--- config.mk ---
export PLATFORM = sky130hd
export DESIGN_NAME = edid_base_block_parser_flat
export DESIGN_NICKNAME = d
export VERILOG_FILES = /design/src/edidbb_pkg.sv /design/src/edidbb_if.sv /design/src/edidbb_parse.sv /design/src/edidbb_emit.sv /design/src/edid_base_block_parser.sv /design/src/flat_wrapper.sv
export SDC_FILE = /design/constraint.sdc
export NUM_CORES = 1
export LEC_CHECK = 0
export ABC_AREA = 1
export BUFFER_PORTS_ARGS = -buffer_cell sky130_fd_sc_hd__buf_2
export CAP_MARGIN = 30
export CORE_MARGIN = 4
export CORE_UTILIZATION = 66
export CTS_CLUSTER_SIZE = 10
export DETAILED_ROUTE_END_ITERATION = 7
export PLACE_DENSITY = 0.85
export SLEW_MARGIN = 5
export SYNTH_ARGS = -nofsm -noshare
export SYNTH_HDL_FRONTEND = slang
export SYNTH_SLANG_ARGS = --single-unit
--- constraint.sdc ---
create_clock -name clock -period 10.7 [get_ports clock]
set_input_delay 2.14 -clock clock [delete_from_list [all_inputs] [get_ports clock]]
set_output_delay 2.14 -clock clock [all_outputs]
set_load 0.02 [all_outputs]
--- src/edidbb_pkg.sv ---
// ----------------------------------------------------------------------------
// EDID base block parser package
// Shared constants, codes and types of the EDID base block parser.
// ----------------------------------------------------------------------------
package edidbb_pkg;

   localparam int TEXT_LEN = 12;
   localparam int LEN_W    = $clog2(TEXT_LEN + 1);
   localparam int IDX_W    = (TEXT_LEN > 1) ? $clog2(TEXT_LEN) : 1;
   localparam int K_W      = 5;

   localparam logic [LEN_W-1:0] TEXT_LEN_CNT = LEN_W'(TEXT_LEN);

   localparam logic [7:0] BASE_LEN      = 8'd128;
   localparam logic [7:0] POS_HDR0      = 8'h00;
   localparam logic [7:0] POS_HDR1      = 8'h01;
   localparam logic [7:0] POS_VENDOR_HI = 8'h08;
   localparam logic [7:0] POS_VENDOR_LO = 8'h09;
   localparam logic [7:0] SERIAL_FIRST  = 8'h0c;
   localparam logic [7:0] SERIAL_END    = 8'h10;
   localparam logic [7:0] DESC_FIRST    = 8'h36;
   localparam logic [7:0] DESC_END      = 8'h6c + 8'd18;

   localparam logic [K_W-1:0] K_VALID    = K_W'(0);
   localparam logic [K_W-1:0] K_PAD      = K_W'(2);
   localparam logic [K_W-1:0] K_TAG      = K_W'(3);
   localparam logic [K_W-1:0] K_TEXT     = K_W'(5);
   localparam logic [K_W-1:0] K_TEXT_END = K_W'(5 + TEXT_LEN);
   localparam logic [K_W-1:0] K_LAST     = K_W'(17);

   localparam logic [7:0] HDR0_VALUE  = 8'h00;
   localparam logic [7:0] HDR1_VALUE  = 8'hff;
   localparam logic [7:0] TAG_NAME    = 8'hfc;
   localparam logic [7:0] TAG_SERIAL  = 8'hff;
   localparam logic [7:0] TAG_ALNUM   = 8'hfe;
   localparam logic [7:0] CHAR_NUL    = 8'h00;
   localparam logic [7:0] CHAR_CR     = 8'h0d;
   localparam logic [7:0] CHAR_LF     = 8'h0a;
   localparam logic [7:0] PRINT_LO    = 8'h20;
   localparam logic [7:0] PRINT_HI    = 8'h7e;
   localparam logic [7:0] CHAR_DASH   = 8'h2d;
   localparam logic [7:0] VENDOR_BASE = 8'h40;

   localparam logic [3:0] JUNK_RESET = 4'd4;
   localparam logic [3:0] REPL_MAX   = 4'hf;

   typedef enum logic [1:0] {
      DESC_NONE,
      DESC_NAME,
      DESC_SERIAL,
      DESC_ALNUM
   } desc_kind_type;

   typedef enum logic [1:0] {
      ITEM_SUMMARY,
      ITEM_NAME,
      ITEM_SERIAL,
      ITEM_ALNUM
   } item_kind_type;

   typedef enum logic [1:0] {
      STATUS_OK,
      STATUS_SHORT,
      STATUS_BAD_HEADER
   } parse_status_type;

   typedef enum logic [1:0] {
      EM_IDLE,
      EM_SUMMARY,
      EM_TEXT
   } emit_state_type;

   typedef struct packed {
      logic             short_blob;
      logic             header_bad;
      logic [15:0]      vendor_bytes;
      logic [31:0]      serial_word;
      logic             serial_seen;
      logic [LEN_W-1:0] name_len;
      logic [LEN_W-1:0] serial_len;
      logic [LEN_W-1:0] alnum_len;
   } parse_info_type;

   typedef struct packed {
      logic [7:0] name_char;
      logic [7:0] serial_char;
      logic [7:0] alnum_char;
   } text_read_type;

   typedef struct packed {
      logic busy;
      logic clear;
   } emit_ctrl_type;

   typedef struct packed {
      item_kind_type    item_kind;
      parse_status_type parse_status;
      logic [7:0]       vendor_letter_a;
      logic [7:0]       vendor_letter_b;
      logic [7:0]       vendor_letter_c;
      logic [31:0]      numeric_serial;
      logic             serial_text_seen;
      logic [3:0]       text_length;
      logic [3:0]       text_index;
      logic [7:0]       text_char;
      logic             run_last;
   } rsp_word_type;

endpackage

--- src/edidbb_if.sv ---
// ----------------------------------------------------------------------------
// EDID base block parser channels
// Valid/ready channels for blob bytes and for parse results.
// ----------------------------------------------------------------------------
interface edidbb_req_if;
   logic       valid;
   logic       ready;
   logic [7:0] blob_byte;
   logic       blob_end;

   modport source (output valid, output blob_byte, output blob_end, input ready);
   modport sink (input valid, input blob_byte, input blob_end, output ready);
endinterface

interface edidbb_rsp_if;
   logic        valid;
   logic        ready;
   logic [1:0]  item_kind;
   logic [1:0]  parse_status;
   logic [7:0]  vendor_letter_a;
   logic [7:0]  vendor_letter_b;
   logic [7:0]  vendor_letter_c;
   logic [31:0] numeric_serial;
   logic        serial_text_seen;
   logic [3:0]  text_length;
   logic [3:0]  text_index;
   logic [7:0]  text_char;
   logic        run_last;

   modport source (
      output valid, output item_kind, output parse_status,
      output vendor_letter_a, output vendor_letter_b, output vendor_letter_c,
      output numeric_serial, output serial_text_seen, output text_length,
      output text_index, output text_char, output run_last, input ready
   );
   modport sink (
      input valid, input item_kind, input parse_status,
      input vendor_letter_a, input vendor_letter_b, input vendor_letter_c,
      input numeric_serial, input serial_text_seen, input text_length,
      input text_index, input text_char, input run_last, output ready
   );
endinterface

--- src/edidbb_parse.sv ---
// ----------------------------------------------------------------------------
// EDID base block parse stage
// Input register, per-byte field capture, descriptor text stores and the
// junk limit register.
// ----------------------------------------------------------------------------
module edidbb_parse
   import edidbb_pkg::*;
(
   input  logic             clock,
   input  logic             reset,
   input  logic             csr_write_enable,
   input  logic [3:0]       csr_write_data,
   edidbb_req_if.sink       req_ch,
   input  emit_ctrl_type    emit_ctrl,
   input  logic [IDX_W-1:0] read_index,
   output parse_info_type   parse_info,
   output text_read_type    text_read,
   output logic             run_end
);

   logic             in_valid_ff;
   logic [7:0]       in_byte_ff;
   logic             in_end_ff;
   logic [3:0]       junk_limit_ff;

   logic [7:0]       byte_position_ff, byte_position_in;
   logic             header_bad_ff, header_bad_in;
   logic [15:0]      vendor_bytes_ff, vendor_bytes_in;
   logic [31:0]      serial_word_ff, serial_word_in;
   logic [K_W-1:0]   desc_k_ff, desc_k_in;
   logic             desc_valid_ff, desc_valid_in;
   desc_kind_type    desc_kind_ff, desc_kind_in;
   logic             text_stopped_ff, text_stopped_in;
   logic [3:0]       replace_count_ff, replace_count_in;
   logic [LEN_W-1:0] cur_len_ff, cur_len_in;
   logic [LEN_W-1:0] name_len_ff, name_len_in;
   logic [LEN_W-1:0] serial_len_ff, serial_len_in;
   logic [LEN_W-1:0] alnum_len_ff, alnum_len_in;
   logic             serial_desc_ff, serial_desc_in;

   logic [7:0]       name_store_ff [TEXT_LEN];
   logic [7:0]       serial_store_ff [TEXT_LEN];
   logic [7:0]       alnum_store_ff [TEXT_LEN];

   logic             consume;
   logic             take;
   logic             in_desc;
   logic             store_we;
   logic [7:0]       store_char;
   logic [LEN_W-1:0] commit_len;
   logic [7:0]       b;

   assign consume      = in_valid_ff && !emit_ctrl.busy;
   assign req_ch.ready = !in_valid_ff || consume;
   assign run_end      = consume && in_end_ff;
   assign b            = in_byte_ff;
   assign take         = consume && (byte_position_ff < BASE_LEN);
   assign in_desc      = (byte_position_ff >= DESC_FIRST) && (byte_position_ff < DESC_END);

   always_ff @(posedge clock) begin
      if (reset) begin
         in_valid_ff <= 1'b0;
      end else if (req_ch.ready) begin
         in_valid_ff <= req_ch.valid;
      end
      if (req_ch.ready) begin
         in_byte_ff <= req_ch.blob_byte;
         in_end_ff  <= req_ch.blob_end;
      end
   end

   always_ff @(posedge clock) begin
      if (reset) begin
         junk_limit_ff <= JUNK_RESET;
      end else if (csr_write_enable) begin
         junk_limit_ff <= csr_write_data;
      end
   end

   always_comb begin
      byte_position_in = byte_position_ff;
      header_bad_in    = header_bad_ff;
      vendor_bytes_in  = vendor_bytes_ff;
      serial_word_in   = serial_word_ff;
      desc_k_in        = desc_k_ff;
      desc_valid_in    = desc_valid_ff;
      desc_kind_in     = desc_kind_ff;
      text_stopped_in  = text_stopped_ff;
      replace_count_in = replace_count_ff;
      cur_len_in       = cur_len_ff;
      name_len_in      = name_len_ff;
      serial_len_in    = serial_len_ff;
      alnum_len_in     = alnum_len_ff;
      serial_desc_in   = serial_desc_ff;
      store_we         = 1'b0;
      store_char       = b;
      commit_len       = '0;

      if (take) begin
         byte_position_in = byte_position_ff + 8'd1;
         if (byte_position_ff == POS_HDR0 && b != HDR0_VALUE) begin
            header_bad_in = 1'b1;
         end
         if (byte_position_ff == POS_HDR1 && b != HDR1_VALUE) begin
            header_bad_in = 1'b1;
         end
         if (byte_position_ff == POS_VENDOR_HI) begin
            vendor_bytes_in[15:8] = b;
         end
         if (byte_position_ff == POS_VENDOR_LO) begin
            vendor_bytes_in[7:0] = b;
         end
         if (byte_position_ff >= SERIAL_FIRST && byte_position_ff < SERIAL_END) begin
            serial_word_in[8*byte_position_ff[1:0] +: 8] = b;
         end

         if (in_desc) begin
            desc_k_in = (desc_k_ff == K_LAST) ? '0 : desc_k_ff + K_W'(1);

            if (desc_k_ff == K_VALID) begin
               desc_valid_in = (b == 8'h00);
            end else if (desc_k_ff == K_PAD) begin
               if (b != 8'h00) begin
                  desc_valid_in = 1'b0;
               end
            end else if (desc_k_ff == K_TAG) begin
               desc_kind_in = DESC_NONE;
               if (desc_valid_ff) begin
                  priority if (b == TAG_NAME) begin
                     desc_kind_in = DESC_NAME;
                  end else if (b == TAG_SERIAL) begin
                     desc_kind_in = DESC_SERIAL;
                  end else if (b == TAG_ALNUM) begin
                     desc_kind_in = DESC_ALNUM;
                  end else begin
                     desc_kind_in = DESC_NONE;
                  end
               end
               text_stopped_in  = 1'b0;
               replace_count_in = '0;
               cur_len_in       = '0;
            end

            if (desc_kind_ff != DESC_NONE && desc_k_ff >= K_TEXT &&
                desc_k_ff < K_TEXT_END && !text_stopped_ff) begin
               if (b == CHAR_NUL || b == CHAR_CR || b == CHAR_LF) begin
                  text_stopped_in = 1'b1;
               end else begin
                  if (b < PRINT_LO || b > PRINT_HI) begin
                     store_char = CHAR_DASH;
                     if (replace_count_ff != REPL_MAX) begin
                        replace_count_in = replace_count_ff + 4'd1;
                     end
                  end
                  if (cur_len_ff < TEXT_LEN_CNT) begin
                     store_we   = 1'b1;
                     cur_len_in = cur_len_ff + LEN_W'(1);
                  end
               end
            end

            if (desc_k_ff == K_LAST && desc_kind_ff != DESC_NONE) begin
               commit_len = (replace_count_in > junk_limit_ff) ? '0 : cur_len_in;
               unique case (desc_kind_ff)
                  DESC_NAME:   name_len_in = commit_len;
                  DESC_SERIAL: begin
                     serial_len_in  = commit_len;
                     serial_desc_in = 1'b1;
                  end
                  DESC_ALNUM:  alnum_len_in = commit_len;
                  default:     alnum_len_in = alnum_len_ff;
               endcase
               desc_kind_in = DESC_NONE;
            end
         end
      end
   end

   always_ff @(posedge clock) begin
      if (reset || emit_ctrl.clear) begin
         byte_position_ff <= '0;
         header_bad_ff    <= 1'b0;
         vendor_bytes_ff  <= '0;
         serial_word_ff   <= '0;
         desc_k_ff        <= '0;
         desc_valid_ff    <= 1'b0;
         desc_kind_ff     <= DESC_NONE;
         text_stopped_ff  <= 1'b0;
         replace_count_ff <= '0;
         cur_len_ff       <= '0;
         name_len_ff      <= '0;
         serial_len_ff    <= '0;
         alnum_len_ff     <= '0;
         serial_desc_ff   <= 1'b0;
      end else begin
         byte_position_ff <= byte_position_in;
         header_bad_ff    <= header_bad_in;
         vendor_bytes_ff  <= vendor_bytes_in;
         serial_word_ff   <= serial_word_in;
         desc_k_ff        <= desc_k_in;
         desc_valid_ff    <= desc_valid_in;
         desc_kind_ff     <= desc_kind_in;
         text_stopped_ff  <= text_stopped_in;
         replace_count_ff <= replace_count_in;
         cur_len_ff       <= cur_len_in;
         name_len_ff      <= name_len_in;
         serial_len_ff    <= serial_len_in;
         alnum_len_ff     <= alnum_len_in;
         serial_desc_ff   <= serial_desc_in;
      end
   end

   always_ff @(posedge clock) begin
      if (store_we) begin
         unique case (desc_kind_ff)
            DESC_NAME:   name_store_ff[cur_len_ff[IDX_W-1:0]] <= store_char;
            DESC_SERIAL: serial_store_ff[cur_len_ff[IDX_W-1:0]] <= store_char;
            DESC_ALNUM:  alnum_store_ff[cur_len_ff[IDX_W-1:0]] <= store_char;
            default:     ;
         endcase
      end
   end

   assign text_read.name_char   = name_store_ff[read_index];
   assign text_read.serial_char = serial_store_ff[read_index];
   assign text_read.alnum_char  = alnum_store_ff[read_index];

   assign parse_info.short_blob   = (byte_position_ff < BASE_LEN);
   assign parse_info.header_bad   = header_bad_ff;
   assign parse_info.vendor_bytes = vendor_bytes_ff;
   assign parse_info.serial_word  = serial_word_ff;
   assign parse_info.serial_seen  = serial_desc_ff;
   assign parse_info.name_len     = name_len_ff;
   assign parse_info.serial_len   = serial_len_ff;
   assign parse_info.alnum_len    = alnum_len_ff;

endmodule

--- src/edidbb_emit.sv ---
// ----------------------------------------------------------------------------
// EDID base block result sequencer
// Walks the summary and, unless the blob is short or its header is bad, the
// three strings after the final byte and drives the result register.
// ----------------------------------------------------------------------------
module edidbb_emit
   import edidbb_pkg::*;
(
   input  logic             clock,
   input  logic             reset,
   input  logic             run_end,
   input  parse_info_type   parse_info,
   input  text_read_type    text_read,
   output logic [IDX_W-1:0] read_index,
   output emit_ctrl_type    emit_ctrl,
   edidbb_rsp_if.source     rsp_ch
);

   emit_state_type   state_ff, state_in;
   item_kind_type    kind_ff, kind_in;
   logic [IDX_W-1:0] idx_ff, idx_in;
   logic             rsp_valid_ff;
   rsp_word_type     word_ff, word_in;

   logic             load;
   logic             load_word;
   parse_status_type status;
   logic [LEN_W-1:0] cur_len;
   logic [7:0]       cur_char;
   logic             last_in_string;

   assign load = !rsp_valid_ff || rsp_ch.ready;

   always_comb begin
      if (parse_info.short_blob) begin
         status = STATUS_SHORT;
      end else if (parse_info.header_bad) begin
         status = STATUS_BAD_HEADER;
      end else begin
         status = STATUS_OK;
      end
   end

   always_comb begin
      unique case (kind_ff)
         ITEM_NAME: begin
            cur_len  = parse_info.name_len;
            cur_char = text_read.name_char;
         end
         ITEM_SERIAL: begin
            cur_len  = parse_info.serial_len;
            cur_char = text_read.serial_char;
         end
         ITEM_ALNUM: begin
            cur_len  = parse_info.alnum_len;
            cur_char = text_read.alnum_char;
         end
         default: begin
            cur_len  = '0;
            cur_char = '0;
         end
      endcase
   end

   assign last_in_string = (cur_len == '0) || (LEN_W'(idx_ff) + LEN_W'(1) == cur_len);

   always_comb begin
      state_in        = state_ff;
      kind_in         = kind_ff;
      idx_in          = idx_ff;
      load_word       = 1'b0;
      word_in         = '0;
      emit_ctrl.busy  = (state_ff != EM_IDLE);
      emit_ctrl.clear = 1'b0;

      unique case (state_ff)
         EM_IDLE: begin
            if (run_end) begin
               state_in = EM_SUMMARY;
            end
         end
         EM_SUMMARY: begin
            if (load) begin
               load_word            = 1'b1;
               word_in.item_kind    = ITEM_SUMMARY;
               word_in.parse_status = status;
               if (status != STATUS_OK) begin
                  word_in.run_last = 1'b1;
                  emit_ctrl.clear  = 1'b1;
                  state_in         = EM_IDLE;
               end else begin
                  word_in.vendor_letter_a  = VENDOR_BASE +
                                             {3'b000, parse_info.vendor_bytes[14:10]};
                  word_in.vendor_letter_b  = VENDOR_BASE +
                                             {3'b000, parse_info.vendor_bytes[9:5]};
                  word_in.vendor_letter_c  = VENDOR_BASE +
                                             {3'b000, parse_info.vendor_bytes[4:0]};
                  word_in.numeric_serial   = parse_info.serial_word;
                  word_in.serial_text_seen = parse_info.serial_seen;
                  state_in                 = EM_TEXT;
                  kind_in                  = ITEM_NAME;
                  idx_in                   = '0;
               end
            end
         end
         EM_TEXT: begin
            if (load) begin
               load_word           = 1'b1;
               word_in.item_kind   = kind_ff;
               word_in.text_length = 4'(cur_len);
               if (cur_len != '0) begin
                  word_in.text_index = 4'(idx_ff);
                  word_in.text_char  = cur_char;
               end
               if (last_in_string) begin
                  idx_in = '0;
                  unique case (kind_ff)
                     ITEM_NAME:   kind_in = ITEM_SERIAL;
                     ITEM_SERIAL: kind_in = ITEM_ALNUM;
                     default: begin
                        word_in.run_last = 1'b1;
                        emit_ctrl.clear  = 1'b1;
                        state_in         = EM_IDLE;
                     end
                  endcase
               end else begin
                  idx_in = idx_ff + IDX_W'(1);
               end
            end
         end
         default: state_in = EM_IDLE;
      endcase
   end

   always_ff @(posedge clock) begin
      if (reset) begin
         state_ff     <= EM_IDLE;
         kind_ff      <= ITEM_SUMMARY;
         idx_ff       <= '0;
         rsp_valid_ff <= 1'b0;
      end else begin
         state_ff <= state_in;
         kind_ff  <= kind_in;
         idx_ff   <= idx_in;
         if (load) begin
            rsp_valid_ff <= load_word;
         end
      end
   end

   always_ff @(posedge clock) begin
      if (load_word) begin
         word_ff <= word_in;
      end
   end

   assign read_index = idx_ff;

   assign rsp_ch.valid            = rsp_valid_ff;
   assign rsp_ch.item_kind        = word_ff.item_kind;
   assign rsp_ch.parse_status     = word_ff.parse_status;
   assign rsp_ch.vendor_letter_a  = word_ff.vendor_letter_a;
   assign rsp_ch.vendor_letter_b  = word_ff.vendor_letter_b;
   assign rsp_ch.vendor_letter_c  = word_ff.vendor_letter_c;
   assign rsp_ch.numeric_serial   = word_ff.numeric_serial;
   assign rsp_ch.serial_text_seen = word_ff.serial_text_seen;
   assign rsp_ch.text_length      = word_ff.text_length;
   assign rsp_ch.text_index       = word_ff.text_index;
   assign rsp_ch.text_char        = word_ff.text_char;
   assign rsp_ch.run_last         = word_ff.run_last;

endmodule

--- src/edid_base_block_parser.sv ---
// ----------------------------------------------------------------------------
// EDID base block parser
// Parses an EDID blob given one byte per word and reports the header status,
// vendor id, numeric serial and the three descriptor strings.
// ----------------------------------------------------------------------------
// The req channel carries one blob byte per word with blob_end on the last
// byte. Bytes are taken at one per cycle while the sequencer is idle: each
// word is held in the input register and then folded into the parse state.
// After the final byte the rsp channel gives a summary word, then one word
// per character of the monitor name, serial text and alphanumeric strings
// (one word with text_length 0 for an empty string); run_last marks the end.
// A short blob or a bad header gives the summary word only.
// After the last byte the summary word passes the state and result registers;
// the rest follow one per cycle unless rsp stalls, up to 37 words in all.
// Meanwhile the input register holds at most one byte of the next blob.
// The result register is refilled in the cycle its word is taken, so a
// stalled rsp channel simply pauses the sequence; req_ch.ready then drops
// once the input register is full.
// Reset empties both registers, clears the parse state and sets junk_limit
// to 4. junk_limit is written through csr_write_enable and csr_write_data.
// ----------------------------------------------------------------------------
module edid_base_block_parser
   import edidbb_pkg::*;
(
   input  logic         clock,
   input  logic         reset,
   edidbb_req_if.sink   req_ch,
   edidbb_rsp_if.source rsp_ch,
   input  logic         csr_write_enable,
   input  logic [3:0]   csr_write_data
);

   emit_ctrl_type    emit_ctrl;
   parse_info_type   parse_info;
   text_read_type    text_read;
   logic [IDX_W-1:0] read_index;
   logic             run_end;

   edidbb_parse u_parse (
      .clock            (clock),
      .reset            (reset),
      .csr_write_enable (csr_write_enable),
      .csr_write_data   (csr_write_data),
      .req_ch           (req_ch),
      .emit_ctrl        (emit_ctrl),
      .read_index       (read_index),
      .parse_info       (parse_info),
      .text_read        (text_read),
      .run_end          (run_end)
   );

   edidbb_emit u_emit (
      .clock      (clock),
      .reset      (reset),
      .run_end    (run_end),
      .parse_info (parse_info),
      .text_read  (text_read),
      .read_index (read_index),
      .emit_ctrl  (emit_ctrl),
      .rsp_ch     (rsp_ch)
   );

endmodule

--- src/flat_wrapper.sv ---
// flat-port wrapper written by rule: the top's interface ports become plain ports
module edid_base_block_parser_flat import edidbb_pkg::*;
  (clock, reset, csr_write_enable, csr_write_data, req_ch_valid, req_ch_blob_byte, req_ch_blob_end, req_ch_ready, rsp_ch_valid, rsp_ch_item_kind, rsp_ch_parse_status, rsp_ch_vendor_letter_a, rsp_ch_vendor_letter_b, rsp_ch_vendor_letter_c, rsp_ch_numeric_serial, rsp_ch_serial_text_seen, rsp_ch_text_length, rsp_ch_text_index, rsp_ch_text_char, rsp_ch_run_last, rsp_ch_ready);
  edidbb_req_if req_ch_i ();
  edidbb_rsp_if rsp_ch_i ();
  input  logic clock;
  input  logic reset;
  input  logic csr_write_enable;
  input  logic [3:0] csr_write_data;
  input wire logic [$bits(req_ch_i.valid)-1:0] req_ch_valid;
  input wire logic [$bits(req_ch_i.blob_byte)-1:0] req_ch_blob_byte;
  input wire logic [$bits(req_ch_i.blob_end)-1:0] req_ch_blob_end;
  output wire logic [$bits(req_ch_i.ready)-1:0] req_ch_ready;
  output wire logic [$bits(rsp_ch_i.valid)-1:0] rsp_ch_valid;
  output wire logic [$bits(rsp_ch_i.item_kind)-1:0] rsp_ch_item_kind;
  output wire logic [$bits(rsp_ch_i.parse_status)-1:0] rsp_ch_parse_status;
  output wire logic [$bits(rsp_ch_i.vendor_letter_a)-1:0] rsp_ch_vendor_letter_a;
  output wire logic [$bits(rsp_ch_i.vendor_letter_b)-1:0] rsp_ch_vendor_letter_b;
  output wire logic [$bits(rsp_ch_i.vendor_letter_c)-1:0] rsp_ch_vendor_letter_c;
  output wire logic [$bits(rsp_ch_i.numeric_serial)-1:0] rsp_ch_numeric_serial;
  output wire logic [$bits(rsp_ch_i.serial_text_seen)-1:0] rsp_ch_serial_text_seen;
  output wire logic [$bits(rsp_ch_i.text_length)-1:0] rsp_ch_text_length;
  output wire logic [$bits(rsp_ch_i.text_index)-1:0] rsp_ch_text_index;
  output wire logic [$bits(rsp_ch_i.text_char)-1:0] rsp_ch_text_char;
  output wire logic [$bits(rsp_ch_i.run_last)-1:0] rsp_ch_run_last;
  input wire logic [$bits(rsp_ch_i.ready)-1:0] rsp_ch_ready;
  assign req_ch_i.valid = req_ch_valid;
  assign req_ch_i.blob_byte = req_ch_blob_byte;
  assign req_ch_i.blob_end = req_ch_blob_end;
  assign req_ch_ready = req_ch_i.ready;
  assign rsp_ch_valid = rsp_ch_i.valid;
  assign rsp_ch_item_kind = rsp_ch_i.item_kind;
  assign rsp_ch_parse_status = rsp_ch_i.parse_status;
  assign rsp_ch_vendor_letter_a = rsp_ch_i.vendor_letter_a;
  assign rsp_ch_vendor_letter_b = rsp_ch_i.vendor_letter_b;
  assign rsp_ch_vendor_letter_c = rsp_ch_i.vendor_letter_c;
  assign rsp_ch_numeric_serial = rsp_ch_i.numeric_serial;
  assign rsp_ch_serial_text_seen = rsp_ch_i.serial_text_seen;
  assign rsp_ch_text_length = rsp_ch_i.text_length;
  assign rsp_ch_text_index = rsp_ch_i.text_index;
  assign rsp_ch_text_char = rsp_ch_i.text_char;
  assign rsp_ch_run_last = rsp_ch_i.run_last;
  assign rsp_ch_i.ready = rsp_ch_ready;
  edid_base_block_parser u_core (.clock(clock), .reset(reset), .req_ch(req_ch_i), .rsp_ch(rsp_ch_i), .csr_write_enable(csr_write_enable), .csr_write_data(csr_write_data));
endmodule
# After elaboration in Yosys (flattened, before gate mapping)
# Memory sizes are Yosys's and may differ from the RTL's. A register that Yosys moved wholly into a read port is not among the register bits.
# Cells that the tools add are included.
dict set report word_totals {
  n_memories 3
  out_inout_bits 80
  mem_bits_rw 288
  elab_cells 243
  ff_bits 187
}
# memory depth word_bits read_ports rd_clocked_by_memory_dff wr line_no
set mem_list {}
lappend mem_list {u_core.u_parse.alnum_store_ff 12 8 1 1 1 edidbb_parse.sv:43} ;# logic [7:0] alnum_store_ff [TEXT_LEN];
lappend mem_list {u_core.u_parse.name_store_ff 12 8 1 1 1 edidbb_parse.sv:41} ;# logic [7:0] name_store_ff [TEXT_LEN];
lappend mem_list {u_core.u_parse.serial_store_ff 12 8 1 1 1 edidbb_parse.sv:42} ;# logic [7:0] serial_store_ff [TEXT_LEN];
dict set report op_classes {
  muxes 95
  bitwise_logic 2
  n_shift 2
  n_lt_le_gt_ge 11
  n_eq_ne 31
  reduce_logical 56
  n_addsub 9
}
# cell n
set ops {}
lappend ops {{4-bit 2-to-1 mux} 26}
lappend ops {{2-bit 2-to-1 mux} 21}
lappend ops {{8-bit 2-to-1 mux} 5}
lappend ops {{5-bit negation with 34-bit output} 1}
lappend ops {{8-bit by 34-bit variable shift with 32-bit output (first input constant)} 1}
lappend ops {{8-bit by 34-bit indexed part select with 32-bit output} 1}
lappend ops {{32-bit bitwise mux} 1}
lappend ops {{8-bit by 4-bit equality test with 1-bit output (second input constant)} 4}
lappend ops {{1-bit 2-to-1 mux} 32}
lappend ops {{7-bit by 5-bit adder with 8-bit output (first input constant)} 3}
lappend ops {{8-bit equality test (second input constant)} 3}
lappend ops {{8-bit one-hot mux with 3 select lines} 1}
lappend ops {{4-bit AND reduction} 5}
lappend ops {{8-bit logical NOT} 2}
lappend ops {{2-bit nonzero test} 8}
lappend ops {{2-bit AND reduction} 7}
lappend ops {{4-bit by 1-bit adder with 4-bit output (second input constant)} 3}
lappend ops {{2-bit one-hot mux with 2 select lines} 3}
lappend ops {{4-bit one-hot mux with 3 select lines} 1}
lappend ops {{1-bit logical AND} 11}
lappend ops {{2-bit equality test (second input constant)} 5}
lappend ops {{5-bit by 2-bit equality test with 1-bit output (second input constant)} 2}
lappend ops {{2-bit != test (second input constant)} 5}
lappend ops {{5-bit AND reduction} 2}
lappend ops {{other kinds (37)} 53}

# Logic depth before layout (Yosys ltp)
dict set report depth {
  depth_word 12
  depth_mapped 21
}

# Hierarchy
# A second synthesis with hierarchy kept.
dict set report unflattened {
  cells_unflattened 1882
  hier_area_um2 19745.2
}
# module seq_area_each_um2 cells_per_inst n_inst area_per_inst_um2
set by_module_without_submodules {}
lappend by_module_without_submodules {edidbb_parse 10760.3 1516 1 16118.0}
lappend by_module_without_submodules {edidbb_emit 2282.2 366 1 3627.2}

# Worst setup path after synthesis
# Ideal clock, no wire load.
dict set report synth_path {
  path_type {input port to flip-flop}
  startpoint {input port rsp_ch_ready}
  endpoint {register u_core.u_emit.word_ff, in the netlist u_core.u_emit.rsp_ch.item_kind[0] (enable)}
  slack_ns 4.933
  path_stages 3
  path_buffers 0
  arrival_time_ns 5.269
  required_ns 10.201
  cell_sequence {or2_2 inv_1 nor2_1}
}
dict set report synth_between {
  elab_chain_cells 3
}
# item line_no
set synth_rtl {}
lappend synth_rtl {{start, declared} flat_wrapper.sv:26} ;# input wire logic [$bits(rsp_ch_i.ready)-1:0] rsp_ch_ready;
lappend synth_rtl {{1-bit logical OR} edidbb_emit.sv:32} ;# assign load = !rsp_valid_ff || rsp_ch.ready;
lappend synth_rtl {{1-bit 2-to-1 mux} {edidbb_emit.sv:83, edidbb_emit.sv:107}}
lappend synth_rtl {{1-bit 2-to-1 mux} n/a}
lappend synth_rtl {{named net u_core.u_emit.load_word} edidbb_emit.sv:26} ;# logic load_word;
lappend synth_rtl {{end signal, assigned} edidbb_emit.sv:153} ;# word_ff <= word_in;
lappend synth_rtl {{end, declared} edidbb_emit.sv:23} ;# rsp_word_type word_ff, word_in;
# The timed path passes the listed nets, and every way through them passes these cells.
# A chain may end at the register's enable or synchronous reset.

# Worst setup path in the final report
dict set report layout_path {
  startpoint {register u_core.u_emit.state_ff[1]}
  endpoint {output port req_ch_ready}
}
dict set report layout_between {
  elab_chain_cells 4
}
# item line_no
set layout_rtl {}
lappend layout_rtl {{start, declared} edidbb_emit.sv:19} ;# emit_state_type state_ff, state_in;
lappend layout_rtl {{start signal, assigned} edidbb_emit.sv:142} ;# state_ff <= state_in;
lappend layout_rtl {{2-bit nonzero test} edidbb_emit.sv:73} ;# emit_ctrl.busy = (state_ff != EM_IDLE);
lappend layout_rtl {{1-bit logical NOT} edidbb_parse.sv:53} ;# assign consume = in_valid_ff && !emit_ctrl.busy;
lappend layout_rtl {{1-bit logical AND} edidbb_parse.sv:53}
lappend layout_rtl {{1-bit logical OR} edidbb_parse.sv:54} ;# assign req_ch.ready = !in_valid_ff || consume;
lappend layout_rtl {{end, declared} flat_wrapper.sv:13} ;# output wire logic [$bits(req_ch_i.ready)-1:0] req_ch_ready;
# No other way between the ends.

==> summary.txt <==
Clock tree
  – Clock sink count: 471
  – CTS root buf: clkbuf_16
  – Clock Latency Late Sink: ~0.56 ns
  – H-tree depth: 2
  – Post_cts resized: 0
  – CTS tree: built
  – Post-CTS setup buffer count: 0
  – Clk pin slew, worst setup/hold paths: ~0.060 ns
  – Hold-fix buffer count after cts: 0
  – CTS Buffer Depth: 3
  – Cts bufs inserted: 53

Cells and area
  – Area grow syn2layout: 10.75%
  – Final net count: 2046
  – ANT cells: 0
  – FF/Latch Area: around 13000 um^2
  – Fill count: ~1900
  – Multi-input logic area: 5704 um^2
  – Share of post-route cells with drive strength above 1: under 10%

STA
  – Fin crit period: about 4 ns
  – Final setup violation count: 0
  – Total negative slack: 0 ns
  – Fin crit share: 37.37%
  – Max-slew violations: 0
  – FMAX: between 200 and 300 MHz
  – RSZ-0062 raised after global routing: false
  – Final hold vios: 0
  – Setup Skew: approximately 0.022 ns
  – Slew margin rel.: around 31%
  – Worst slew pin tran: roughly 1 ns

Critical path
  – WP data required: between 8 and 9 ns
  – WP data arrival: 1.86 ns
  – CP Capture Type: primary output
  – CP max FO: 11
  – Startpoint types: flop
  – Worst Setup Path Type: flop to primary output

Die
  – CORE AREA: roughly 30000 um^2
  – Die ar.: around 33000 um^2
  – # IOs: slightly below 100
  – Die Y: 181.3 um
  – Die W: between 150 and 200 um
  – Row count: 63
  – Starting Density: between 60% and 70%

Power and ir drop
  – PnR Total Power: between 4 and 5 mW
  – PD cells: about 210 nW/um^2
  – Leakage: 8.004 nW
  – Worst VDD drop: between 0.00015 and 0.0002 V

Status
  – Status: complete, no violations

Drt
  – Via Count: roughly 15000
  – DRT Pass-1 Iters: 6
  – DR top layer: met4
  – Metal3 WL: 4444 um
  – Final ANT Viol Nets: 0
  – Final wirelength: 48670 um
  – Drt drc: 0
  – Via-per-instance ratio: a little over 6
  – WL met2: 23480 um
  – Routed len/inst: between 20 and 25 um
  – Initial DRC Count: approximately 2000
  – Met1 wire length: roughly 18000 um

Min path
  – HP Class: flop to flop

GRT
  – First-pass GRT wire length: ~77000 um
  – Pin count of the biggest net entering global routing: 103
  – Initial antenna violation count: 0
  – Vias in the first global route: between 10000 and 15000
  – GR Util All Layers: about 30%
  – Remaining Overflow, GRT: 0

Yosys
  – Synth warn: 0
  – Yosys top cell area share: a little under three fifths
  – Yosys cell types: 40
  – #FFs+latches synth: 471
  – Synth Cell Area: about 20000 um^2
  – Sequential share of the synthesized area: around 66%
  – Mapped Cells: ~1900
  – Largest cells by area after synthesis: edfxtp_1 (56%), dfxtp_1 (11%), nor2_1 (6.5%)
  – Area leader, netlist: edfxtp_1
  – Avg Cell Area, Syn: ~10 um^2

Placement
  – GPL Wtd Cong: ~0.93
  – Port bufs: 91
  – DP HPWL: 29440 um

Job
  – Max_cap viols: 0
## synth_stat cells (all sizes together)
| cell | count |
|---|---|
| and2 | 1 |
| clkinv | 5 |
| nand3 | 136 |
| a31oi | 1 |
| a211oi | 1 |
| clkbuf | 52 |
| nand3b | 2 |
| or2 | 14 |
| xor2 | 5 |
| buf | 47 |
| o22ai | 31 |
| o21bai | 2 |
| o221ai | 15 |
| nor2 | 350 |
| ha | 27 |
| xnor2 | 2 |
| nor4 | 2 |
| nand2 | 324 |
| dfxtp | 104 |
| o41ai | 1 |
| inv | 151 |
| conb | 1 |
| o21ai | 169 |
| nand4 | 18 |
| a21oi | 73 |
| nor3b | 1 |
| o211ai | 7 |
| nor3 | 23 |
| edfxtp | 367 |
## cells in the final DEF (no fill, tap or decap), types with 6 or more instances in the layout
cell type	netlist	layout
nand4_1	17	17
clkbuf_1	52	29
nor3_1	23	23
buf_2	21	91
buf_4	17	15
nand3_1	134	134
o21ai_0	164	164
inv_1	151	150
clkbuf_16	0	53
conb_1	1	6
edfxtp_1	367	367
o211ai_1	7	7
or2_2	14	14
nor2_2	6	9
dfxtp_1	104	102
nor2_1	343	339
nand2_1	323	322
o22ai_1	31	31
o221ai_1	15	15
a21oi_1	73	73
ha_1	27	27
## layout make-up
class / instances / share of cell area, %
clock buffer: 83 / 6.599
clock inverter: 2 / 0.1254
inverter: 156 / 2.673
multi-input combinational: 1211 / 25.98
sequential: 471 / 59.71
tap: 390 / 2.222
timing repair buffer: 108 / 2.690
## power breakdown
part | switching [mW] | internal [mW]
logic | 0.611 | 0.178
registers | 0.0757 | 2.22
clock network | 0.672 | 0.918
## worst paths after layout
kind,start,to,slack [ns],cells past startpoint
setup / recovery,u_core.u_emit.state_ff[1],req_ch_ready,6.70,5
hold / removal,u_core.u_parse.serial_word_ff[1],u_core.u_parse.serial_word_ff[1],0.46,2
setup reg to reg,u_core.u_emit.state_ff[1],u_core.u_parse.serial_store_ff[11][1],7.22,8
hold reg to reg,u_core.u_parse.serial_word_ff[1],u_core.u_parse.serial_word_ff[1],0.46,2
## routing by layer
layer  up-vias  global-route usage, %
li1       6707                      -
met4         0                  17.56
met2       944                  47.48
met1      6888                  36.61
met3       212                  5.456
met5         -                      0
## stage by stage
step                      hold WS (ns)  cell area (um^2)  setup WS, ns  utilization [%]  std cells
final                           0.4626             21960         6.702            74.08       2421
after global routing            0.4729             21960         6.563            74.08       2421
after CTS                       0.4610             21950         6.672            74.05       2420
after detailed placement        0.4523             20470         6.748            69.07       2335
after global placement          0.4492             20460         6.788            69.02       2334
after floorplan                 0.4321             19840         4.933                -       1937
## registers in the layout (all words and copies together), names as in the netlist, 15 cells and up, named ones only
register / flops
u_core.u_parse.name_store_ff: 96
u_core.u_emit.rsp_ch.numeric_serial: 32
u_core.u_parse.serial_store_ff: 96
u_core.u_parse.serial_word_ff: 32
u_core.u_parse.alnum_store_ff: 96
u_core.u_parse.vendor_bytes_ff: 15
## logic make-up (layout without fill, tap and decap cells)
family / count (synthesis) / after routing / synth area share [%]
AO/OA/AOI/OAI: 300 / 300 / 8.223
XOR/XNOR: 7 / 7 / 0.3093
adder cells (fa/ha/maj): 27 / 27 / 1.704
buffers and inverters: 255 / 349 / 5.320
flip-flops: 471 / 471 / 66.09
other: 1 / 6 / 0.01892
AND/OR/NAND/NOR: 871 / 871 / 18.33
## worst max-delay path, stage by stage (launching register included)
cell	delay [ns]
dfxtp_1	0.31
inv_1	0.09
ha_1	0.24
inv_1	0.09
nand2_1	0.33
buf_2	0.25
Power figures use the tool's default switching activity.
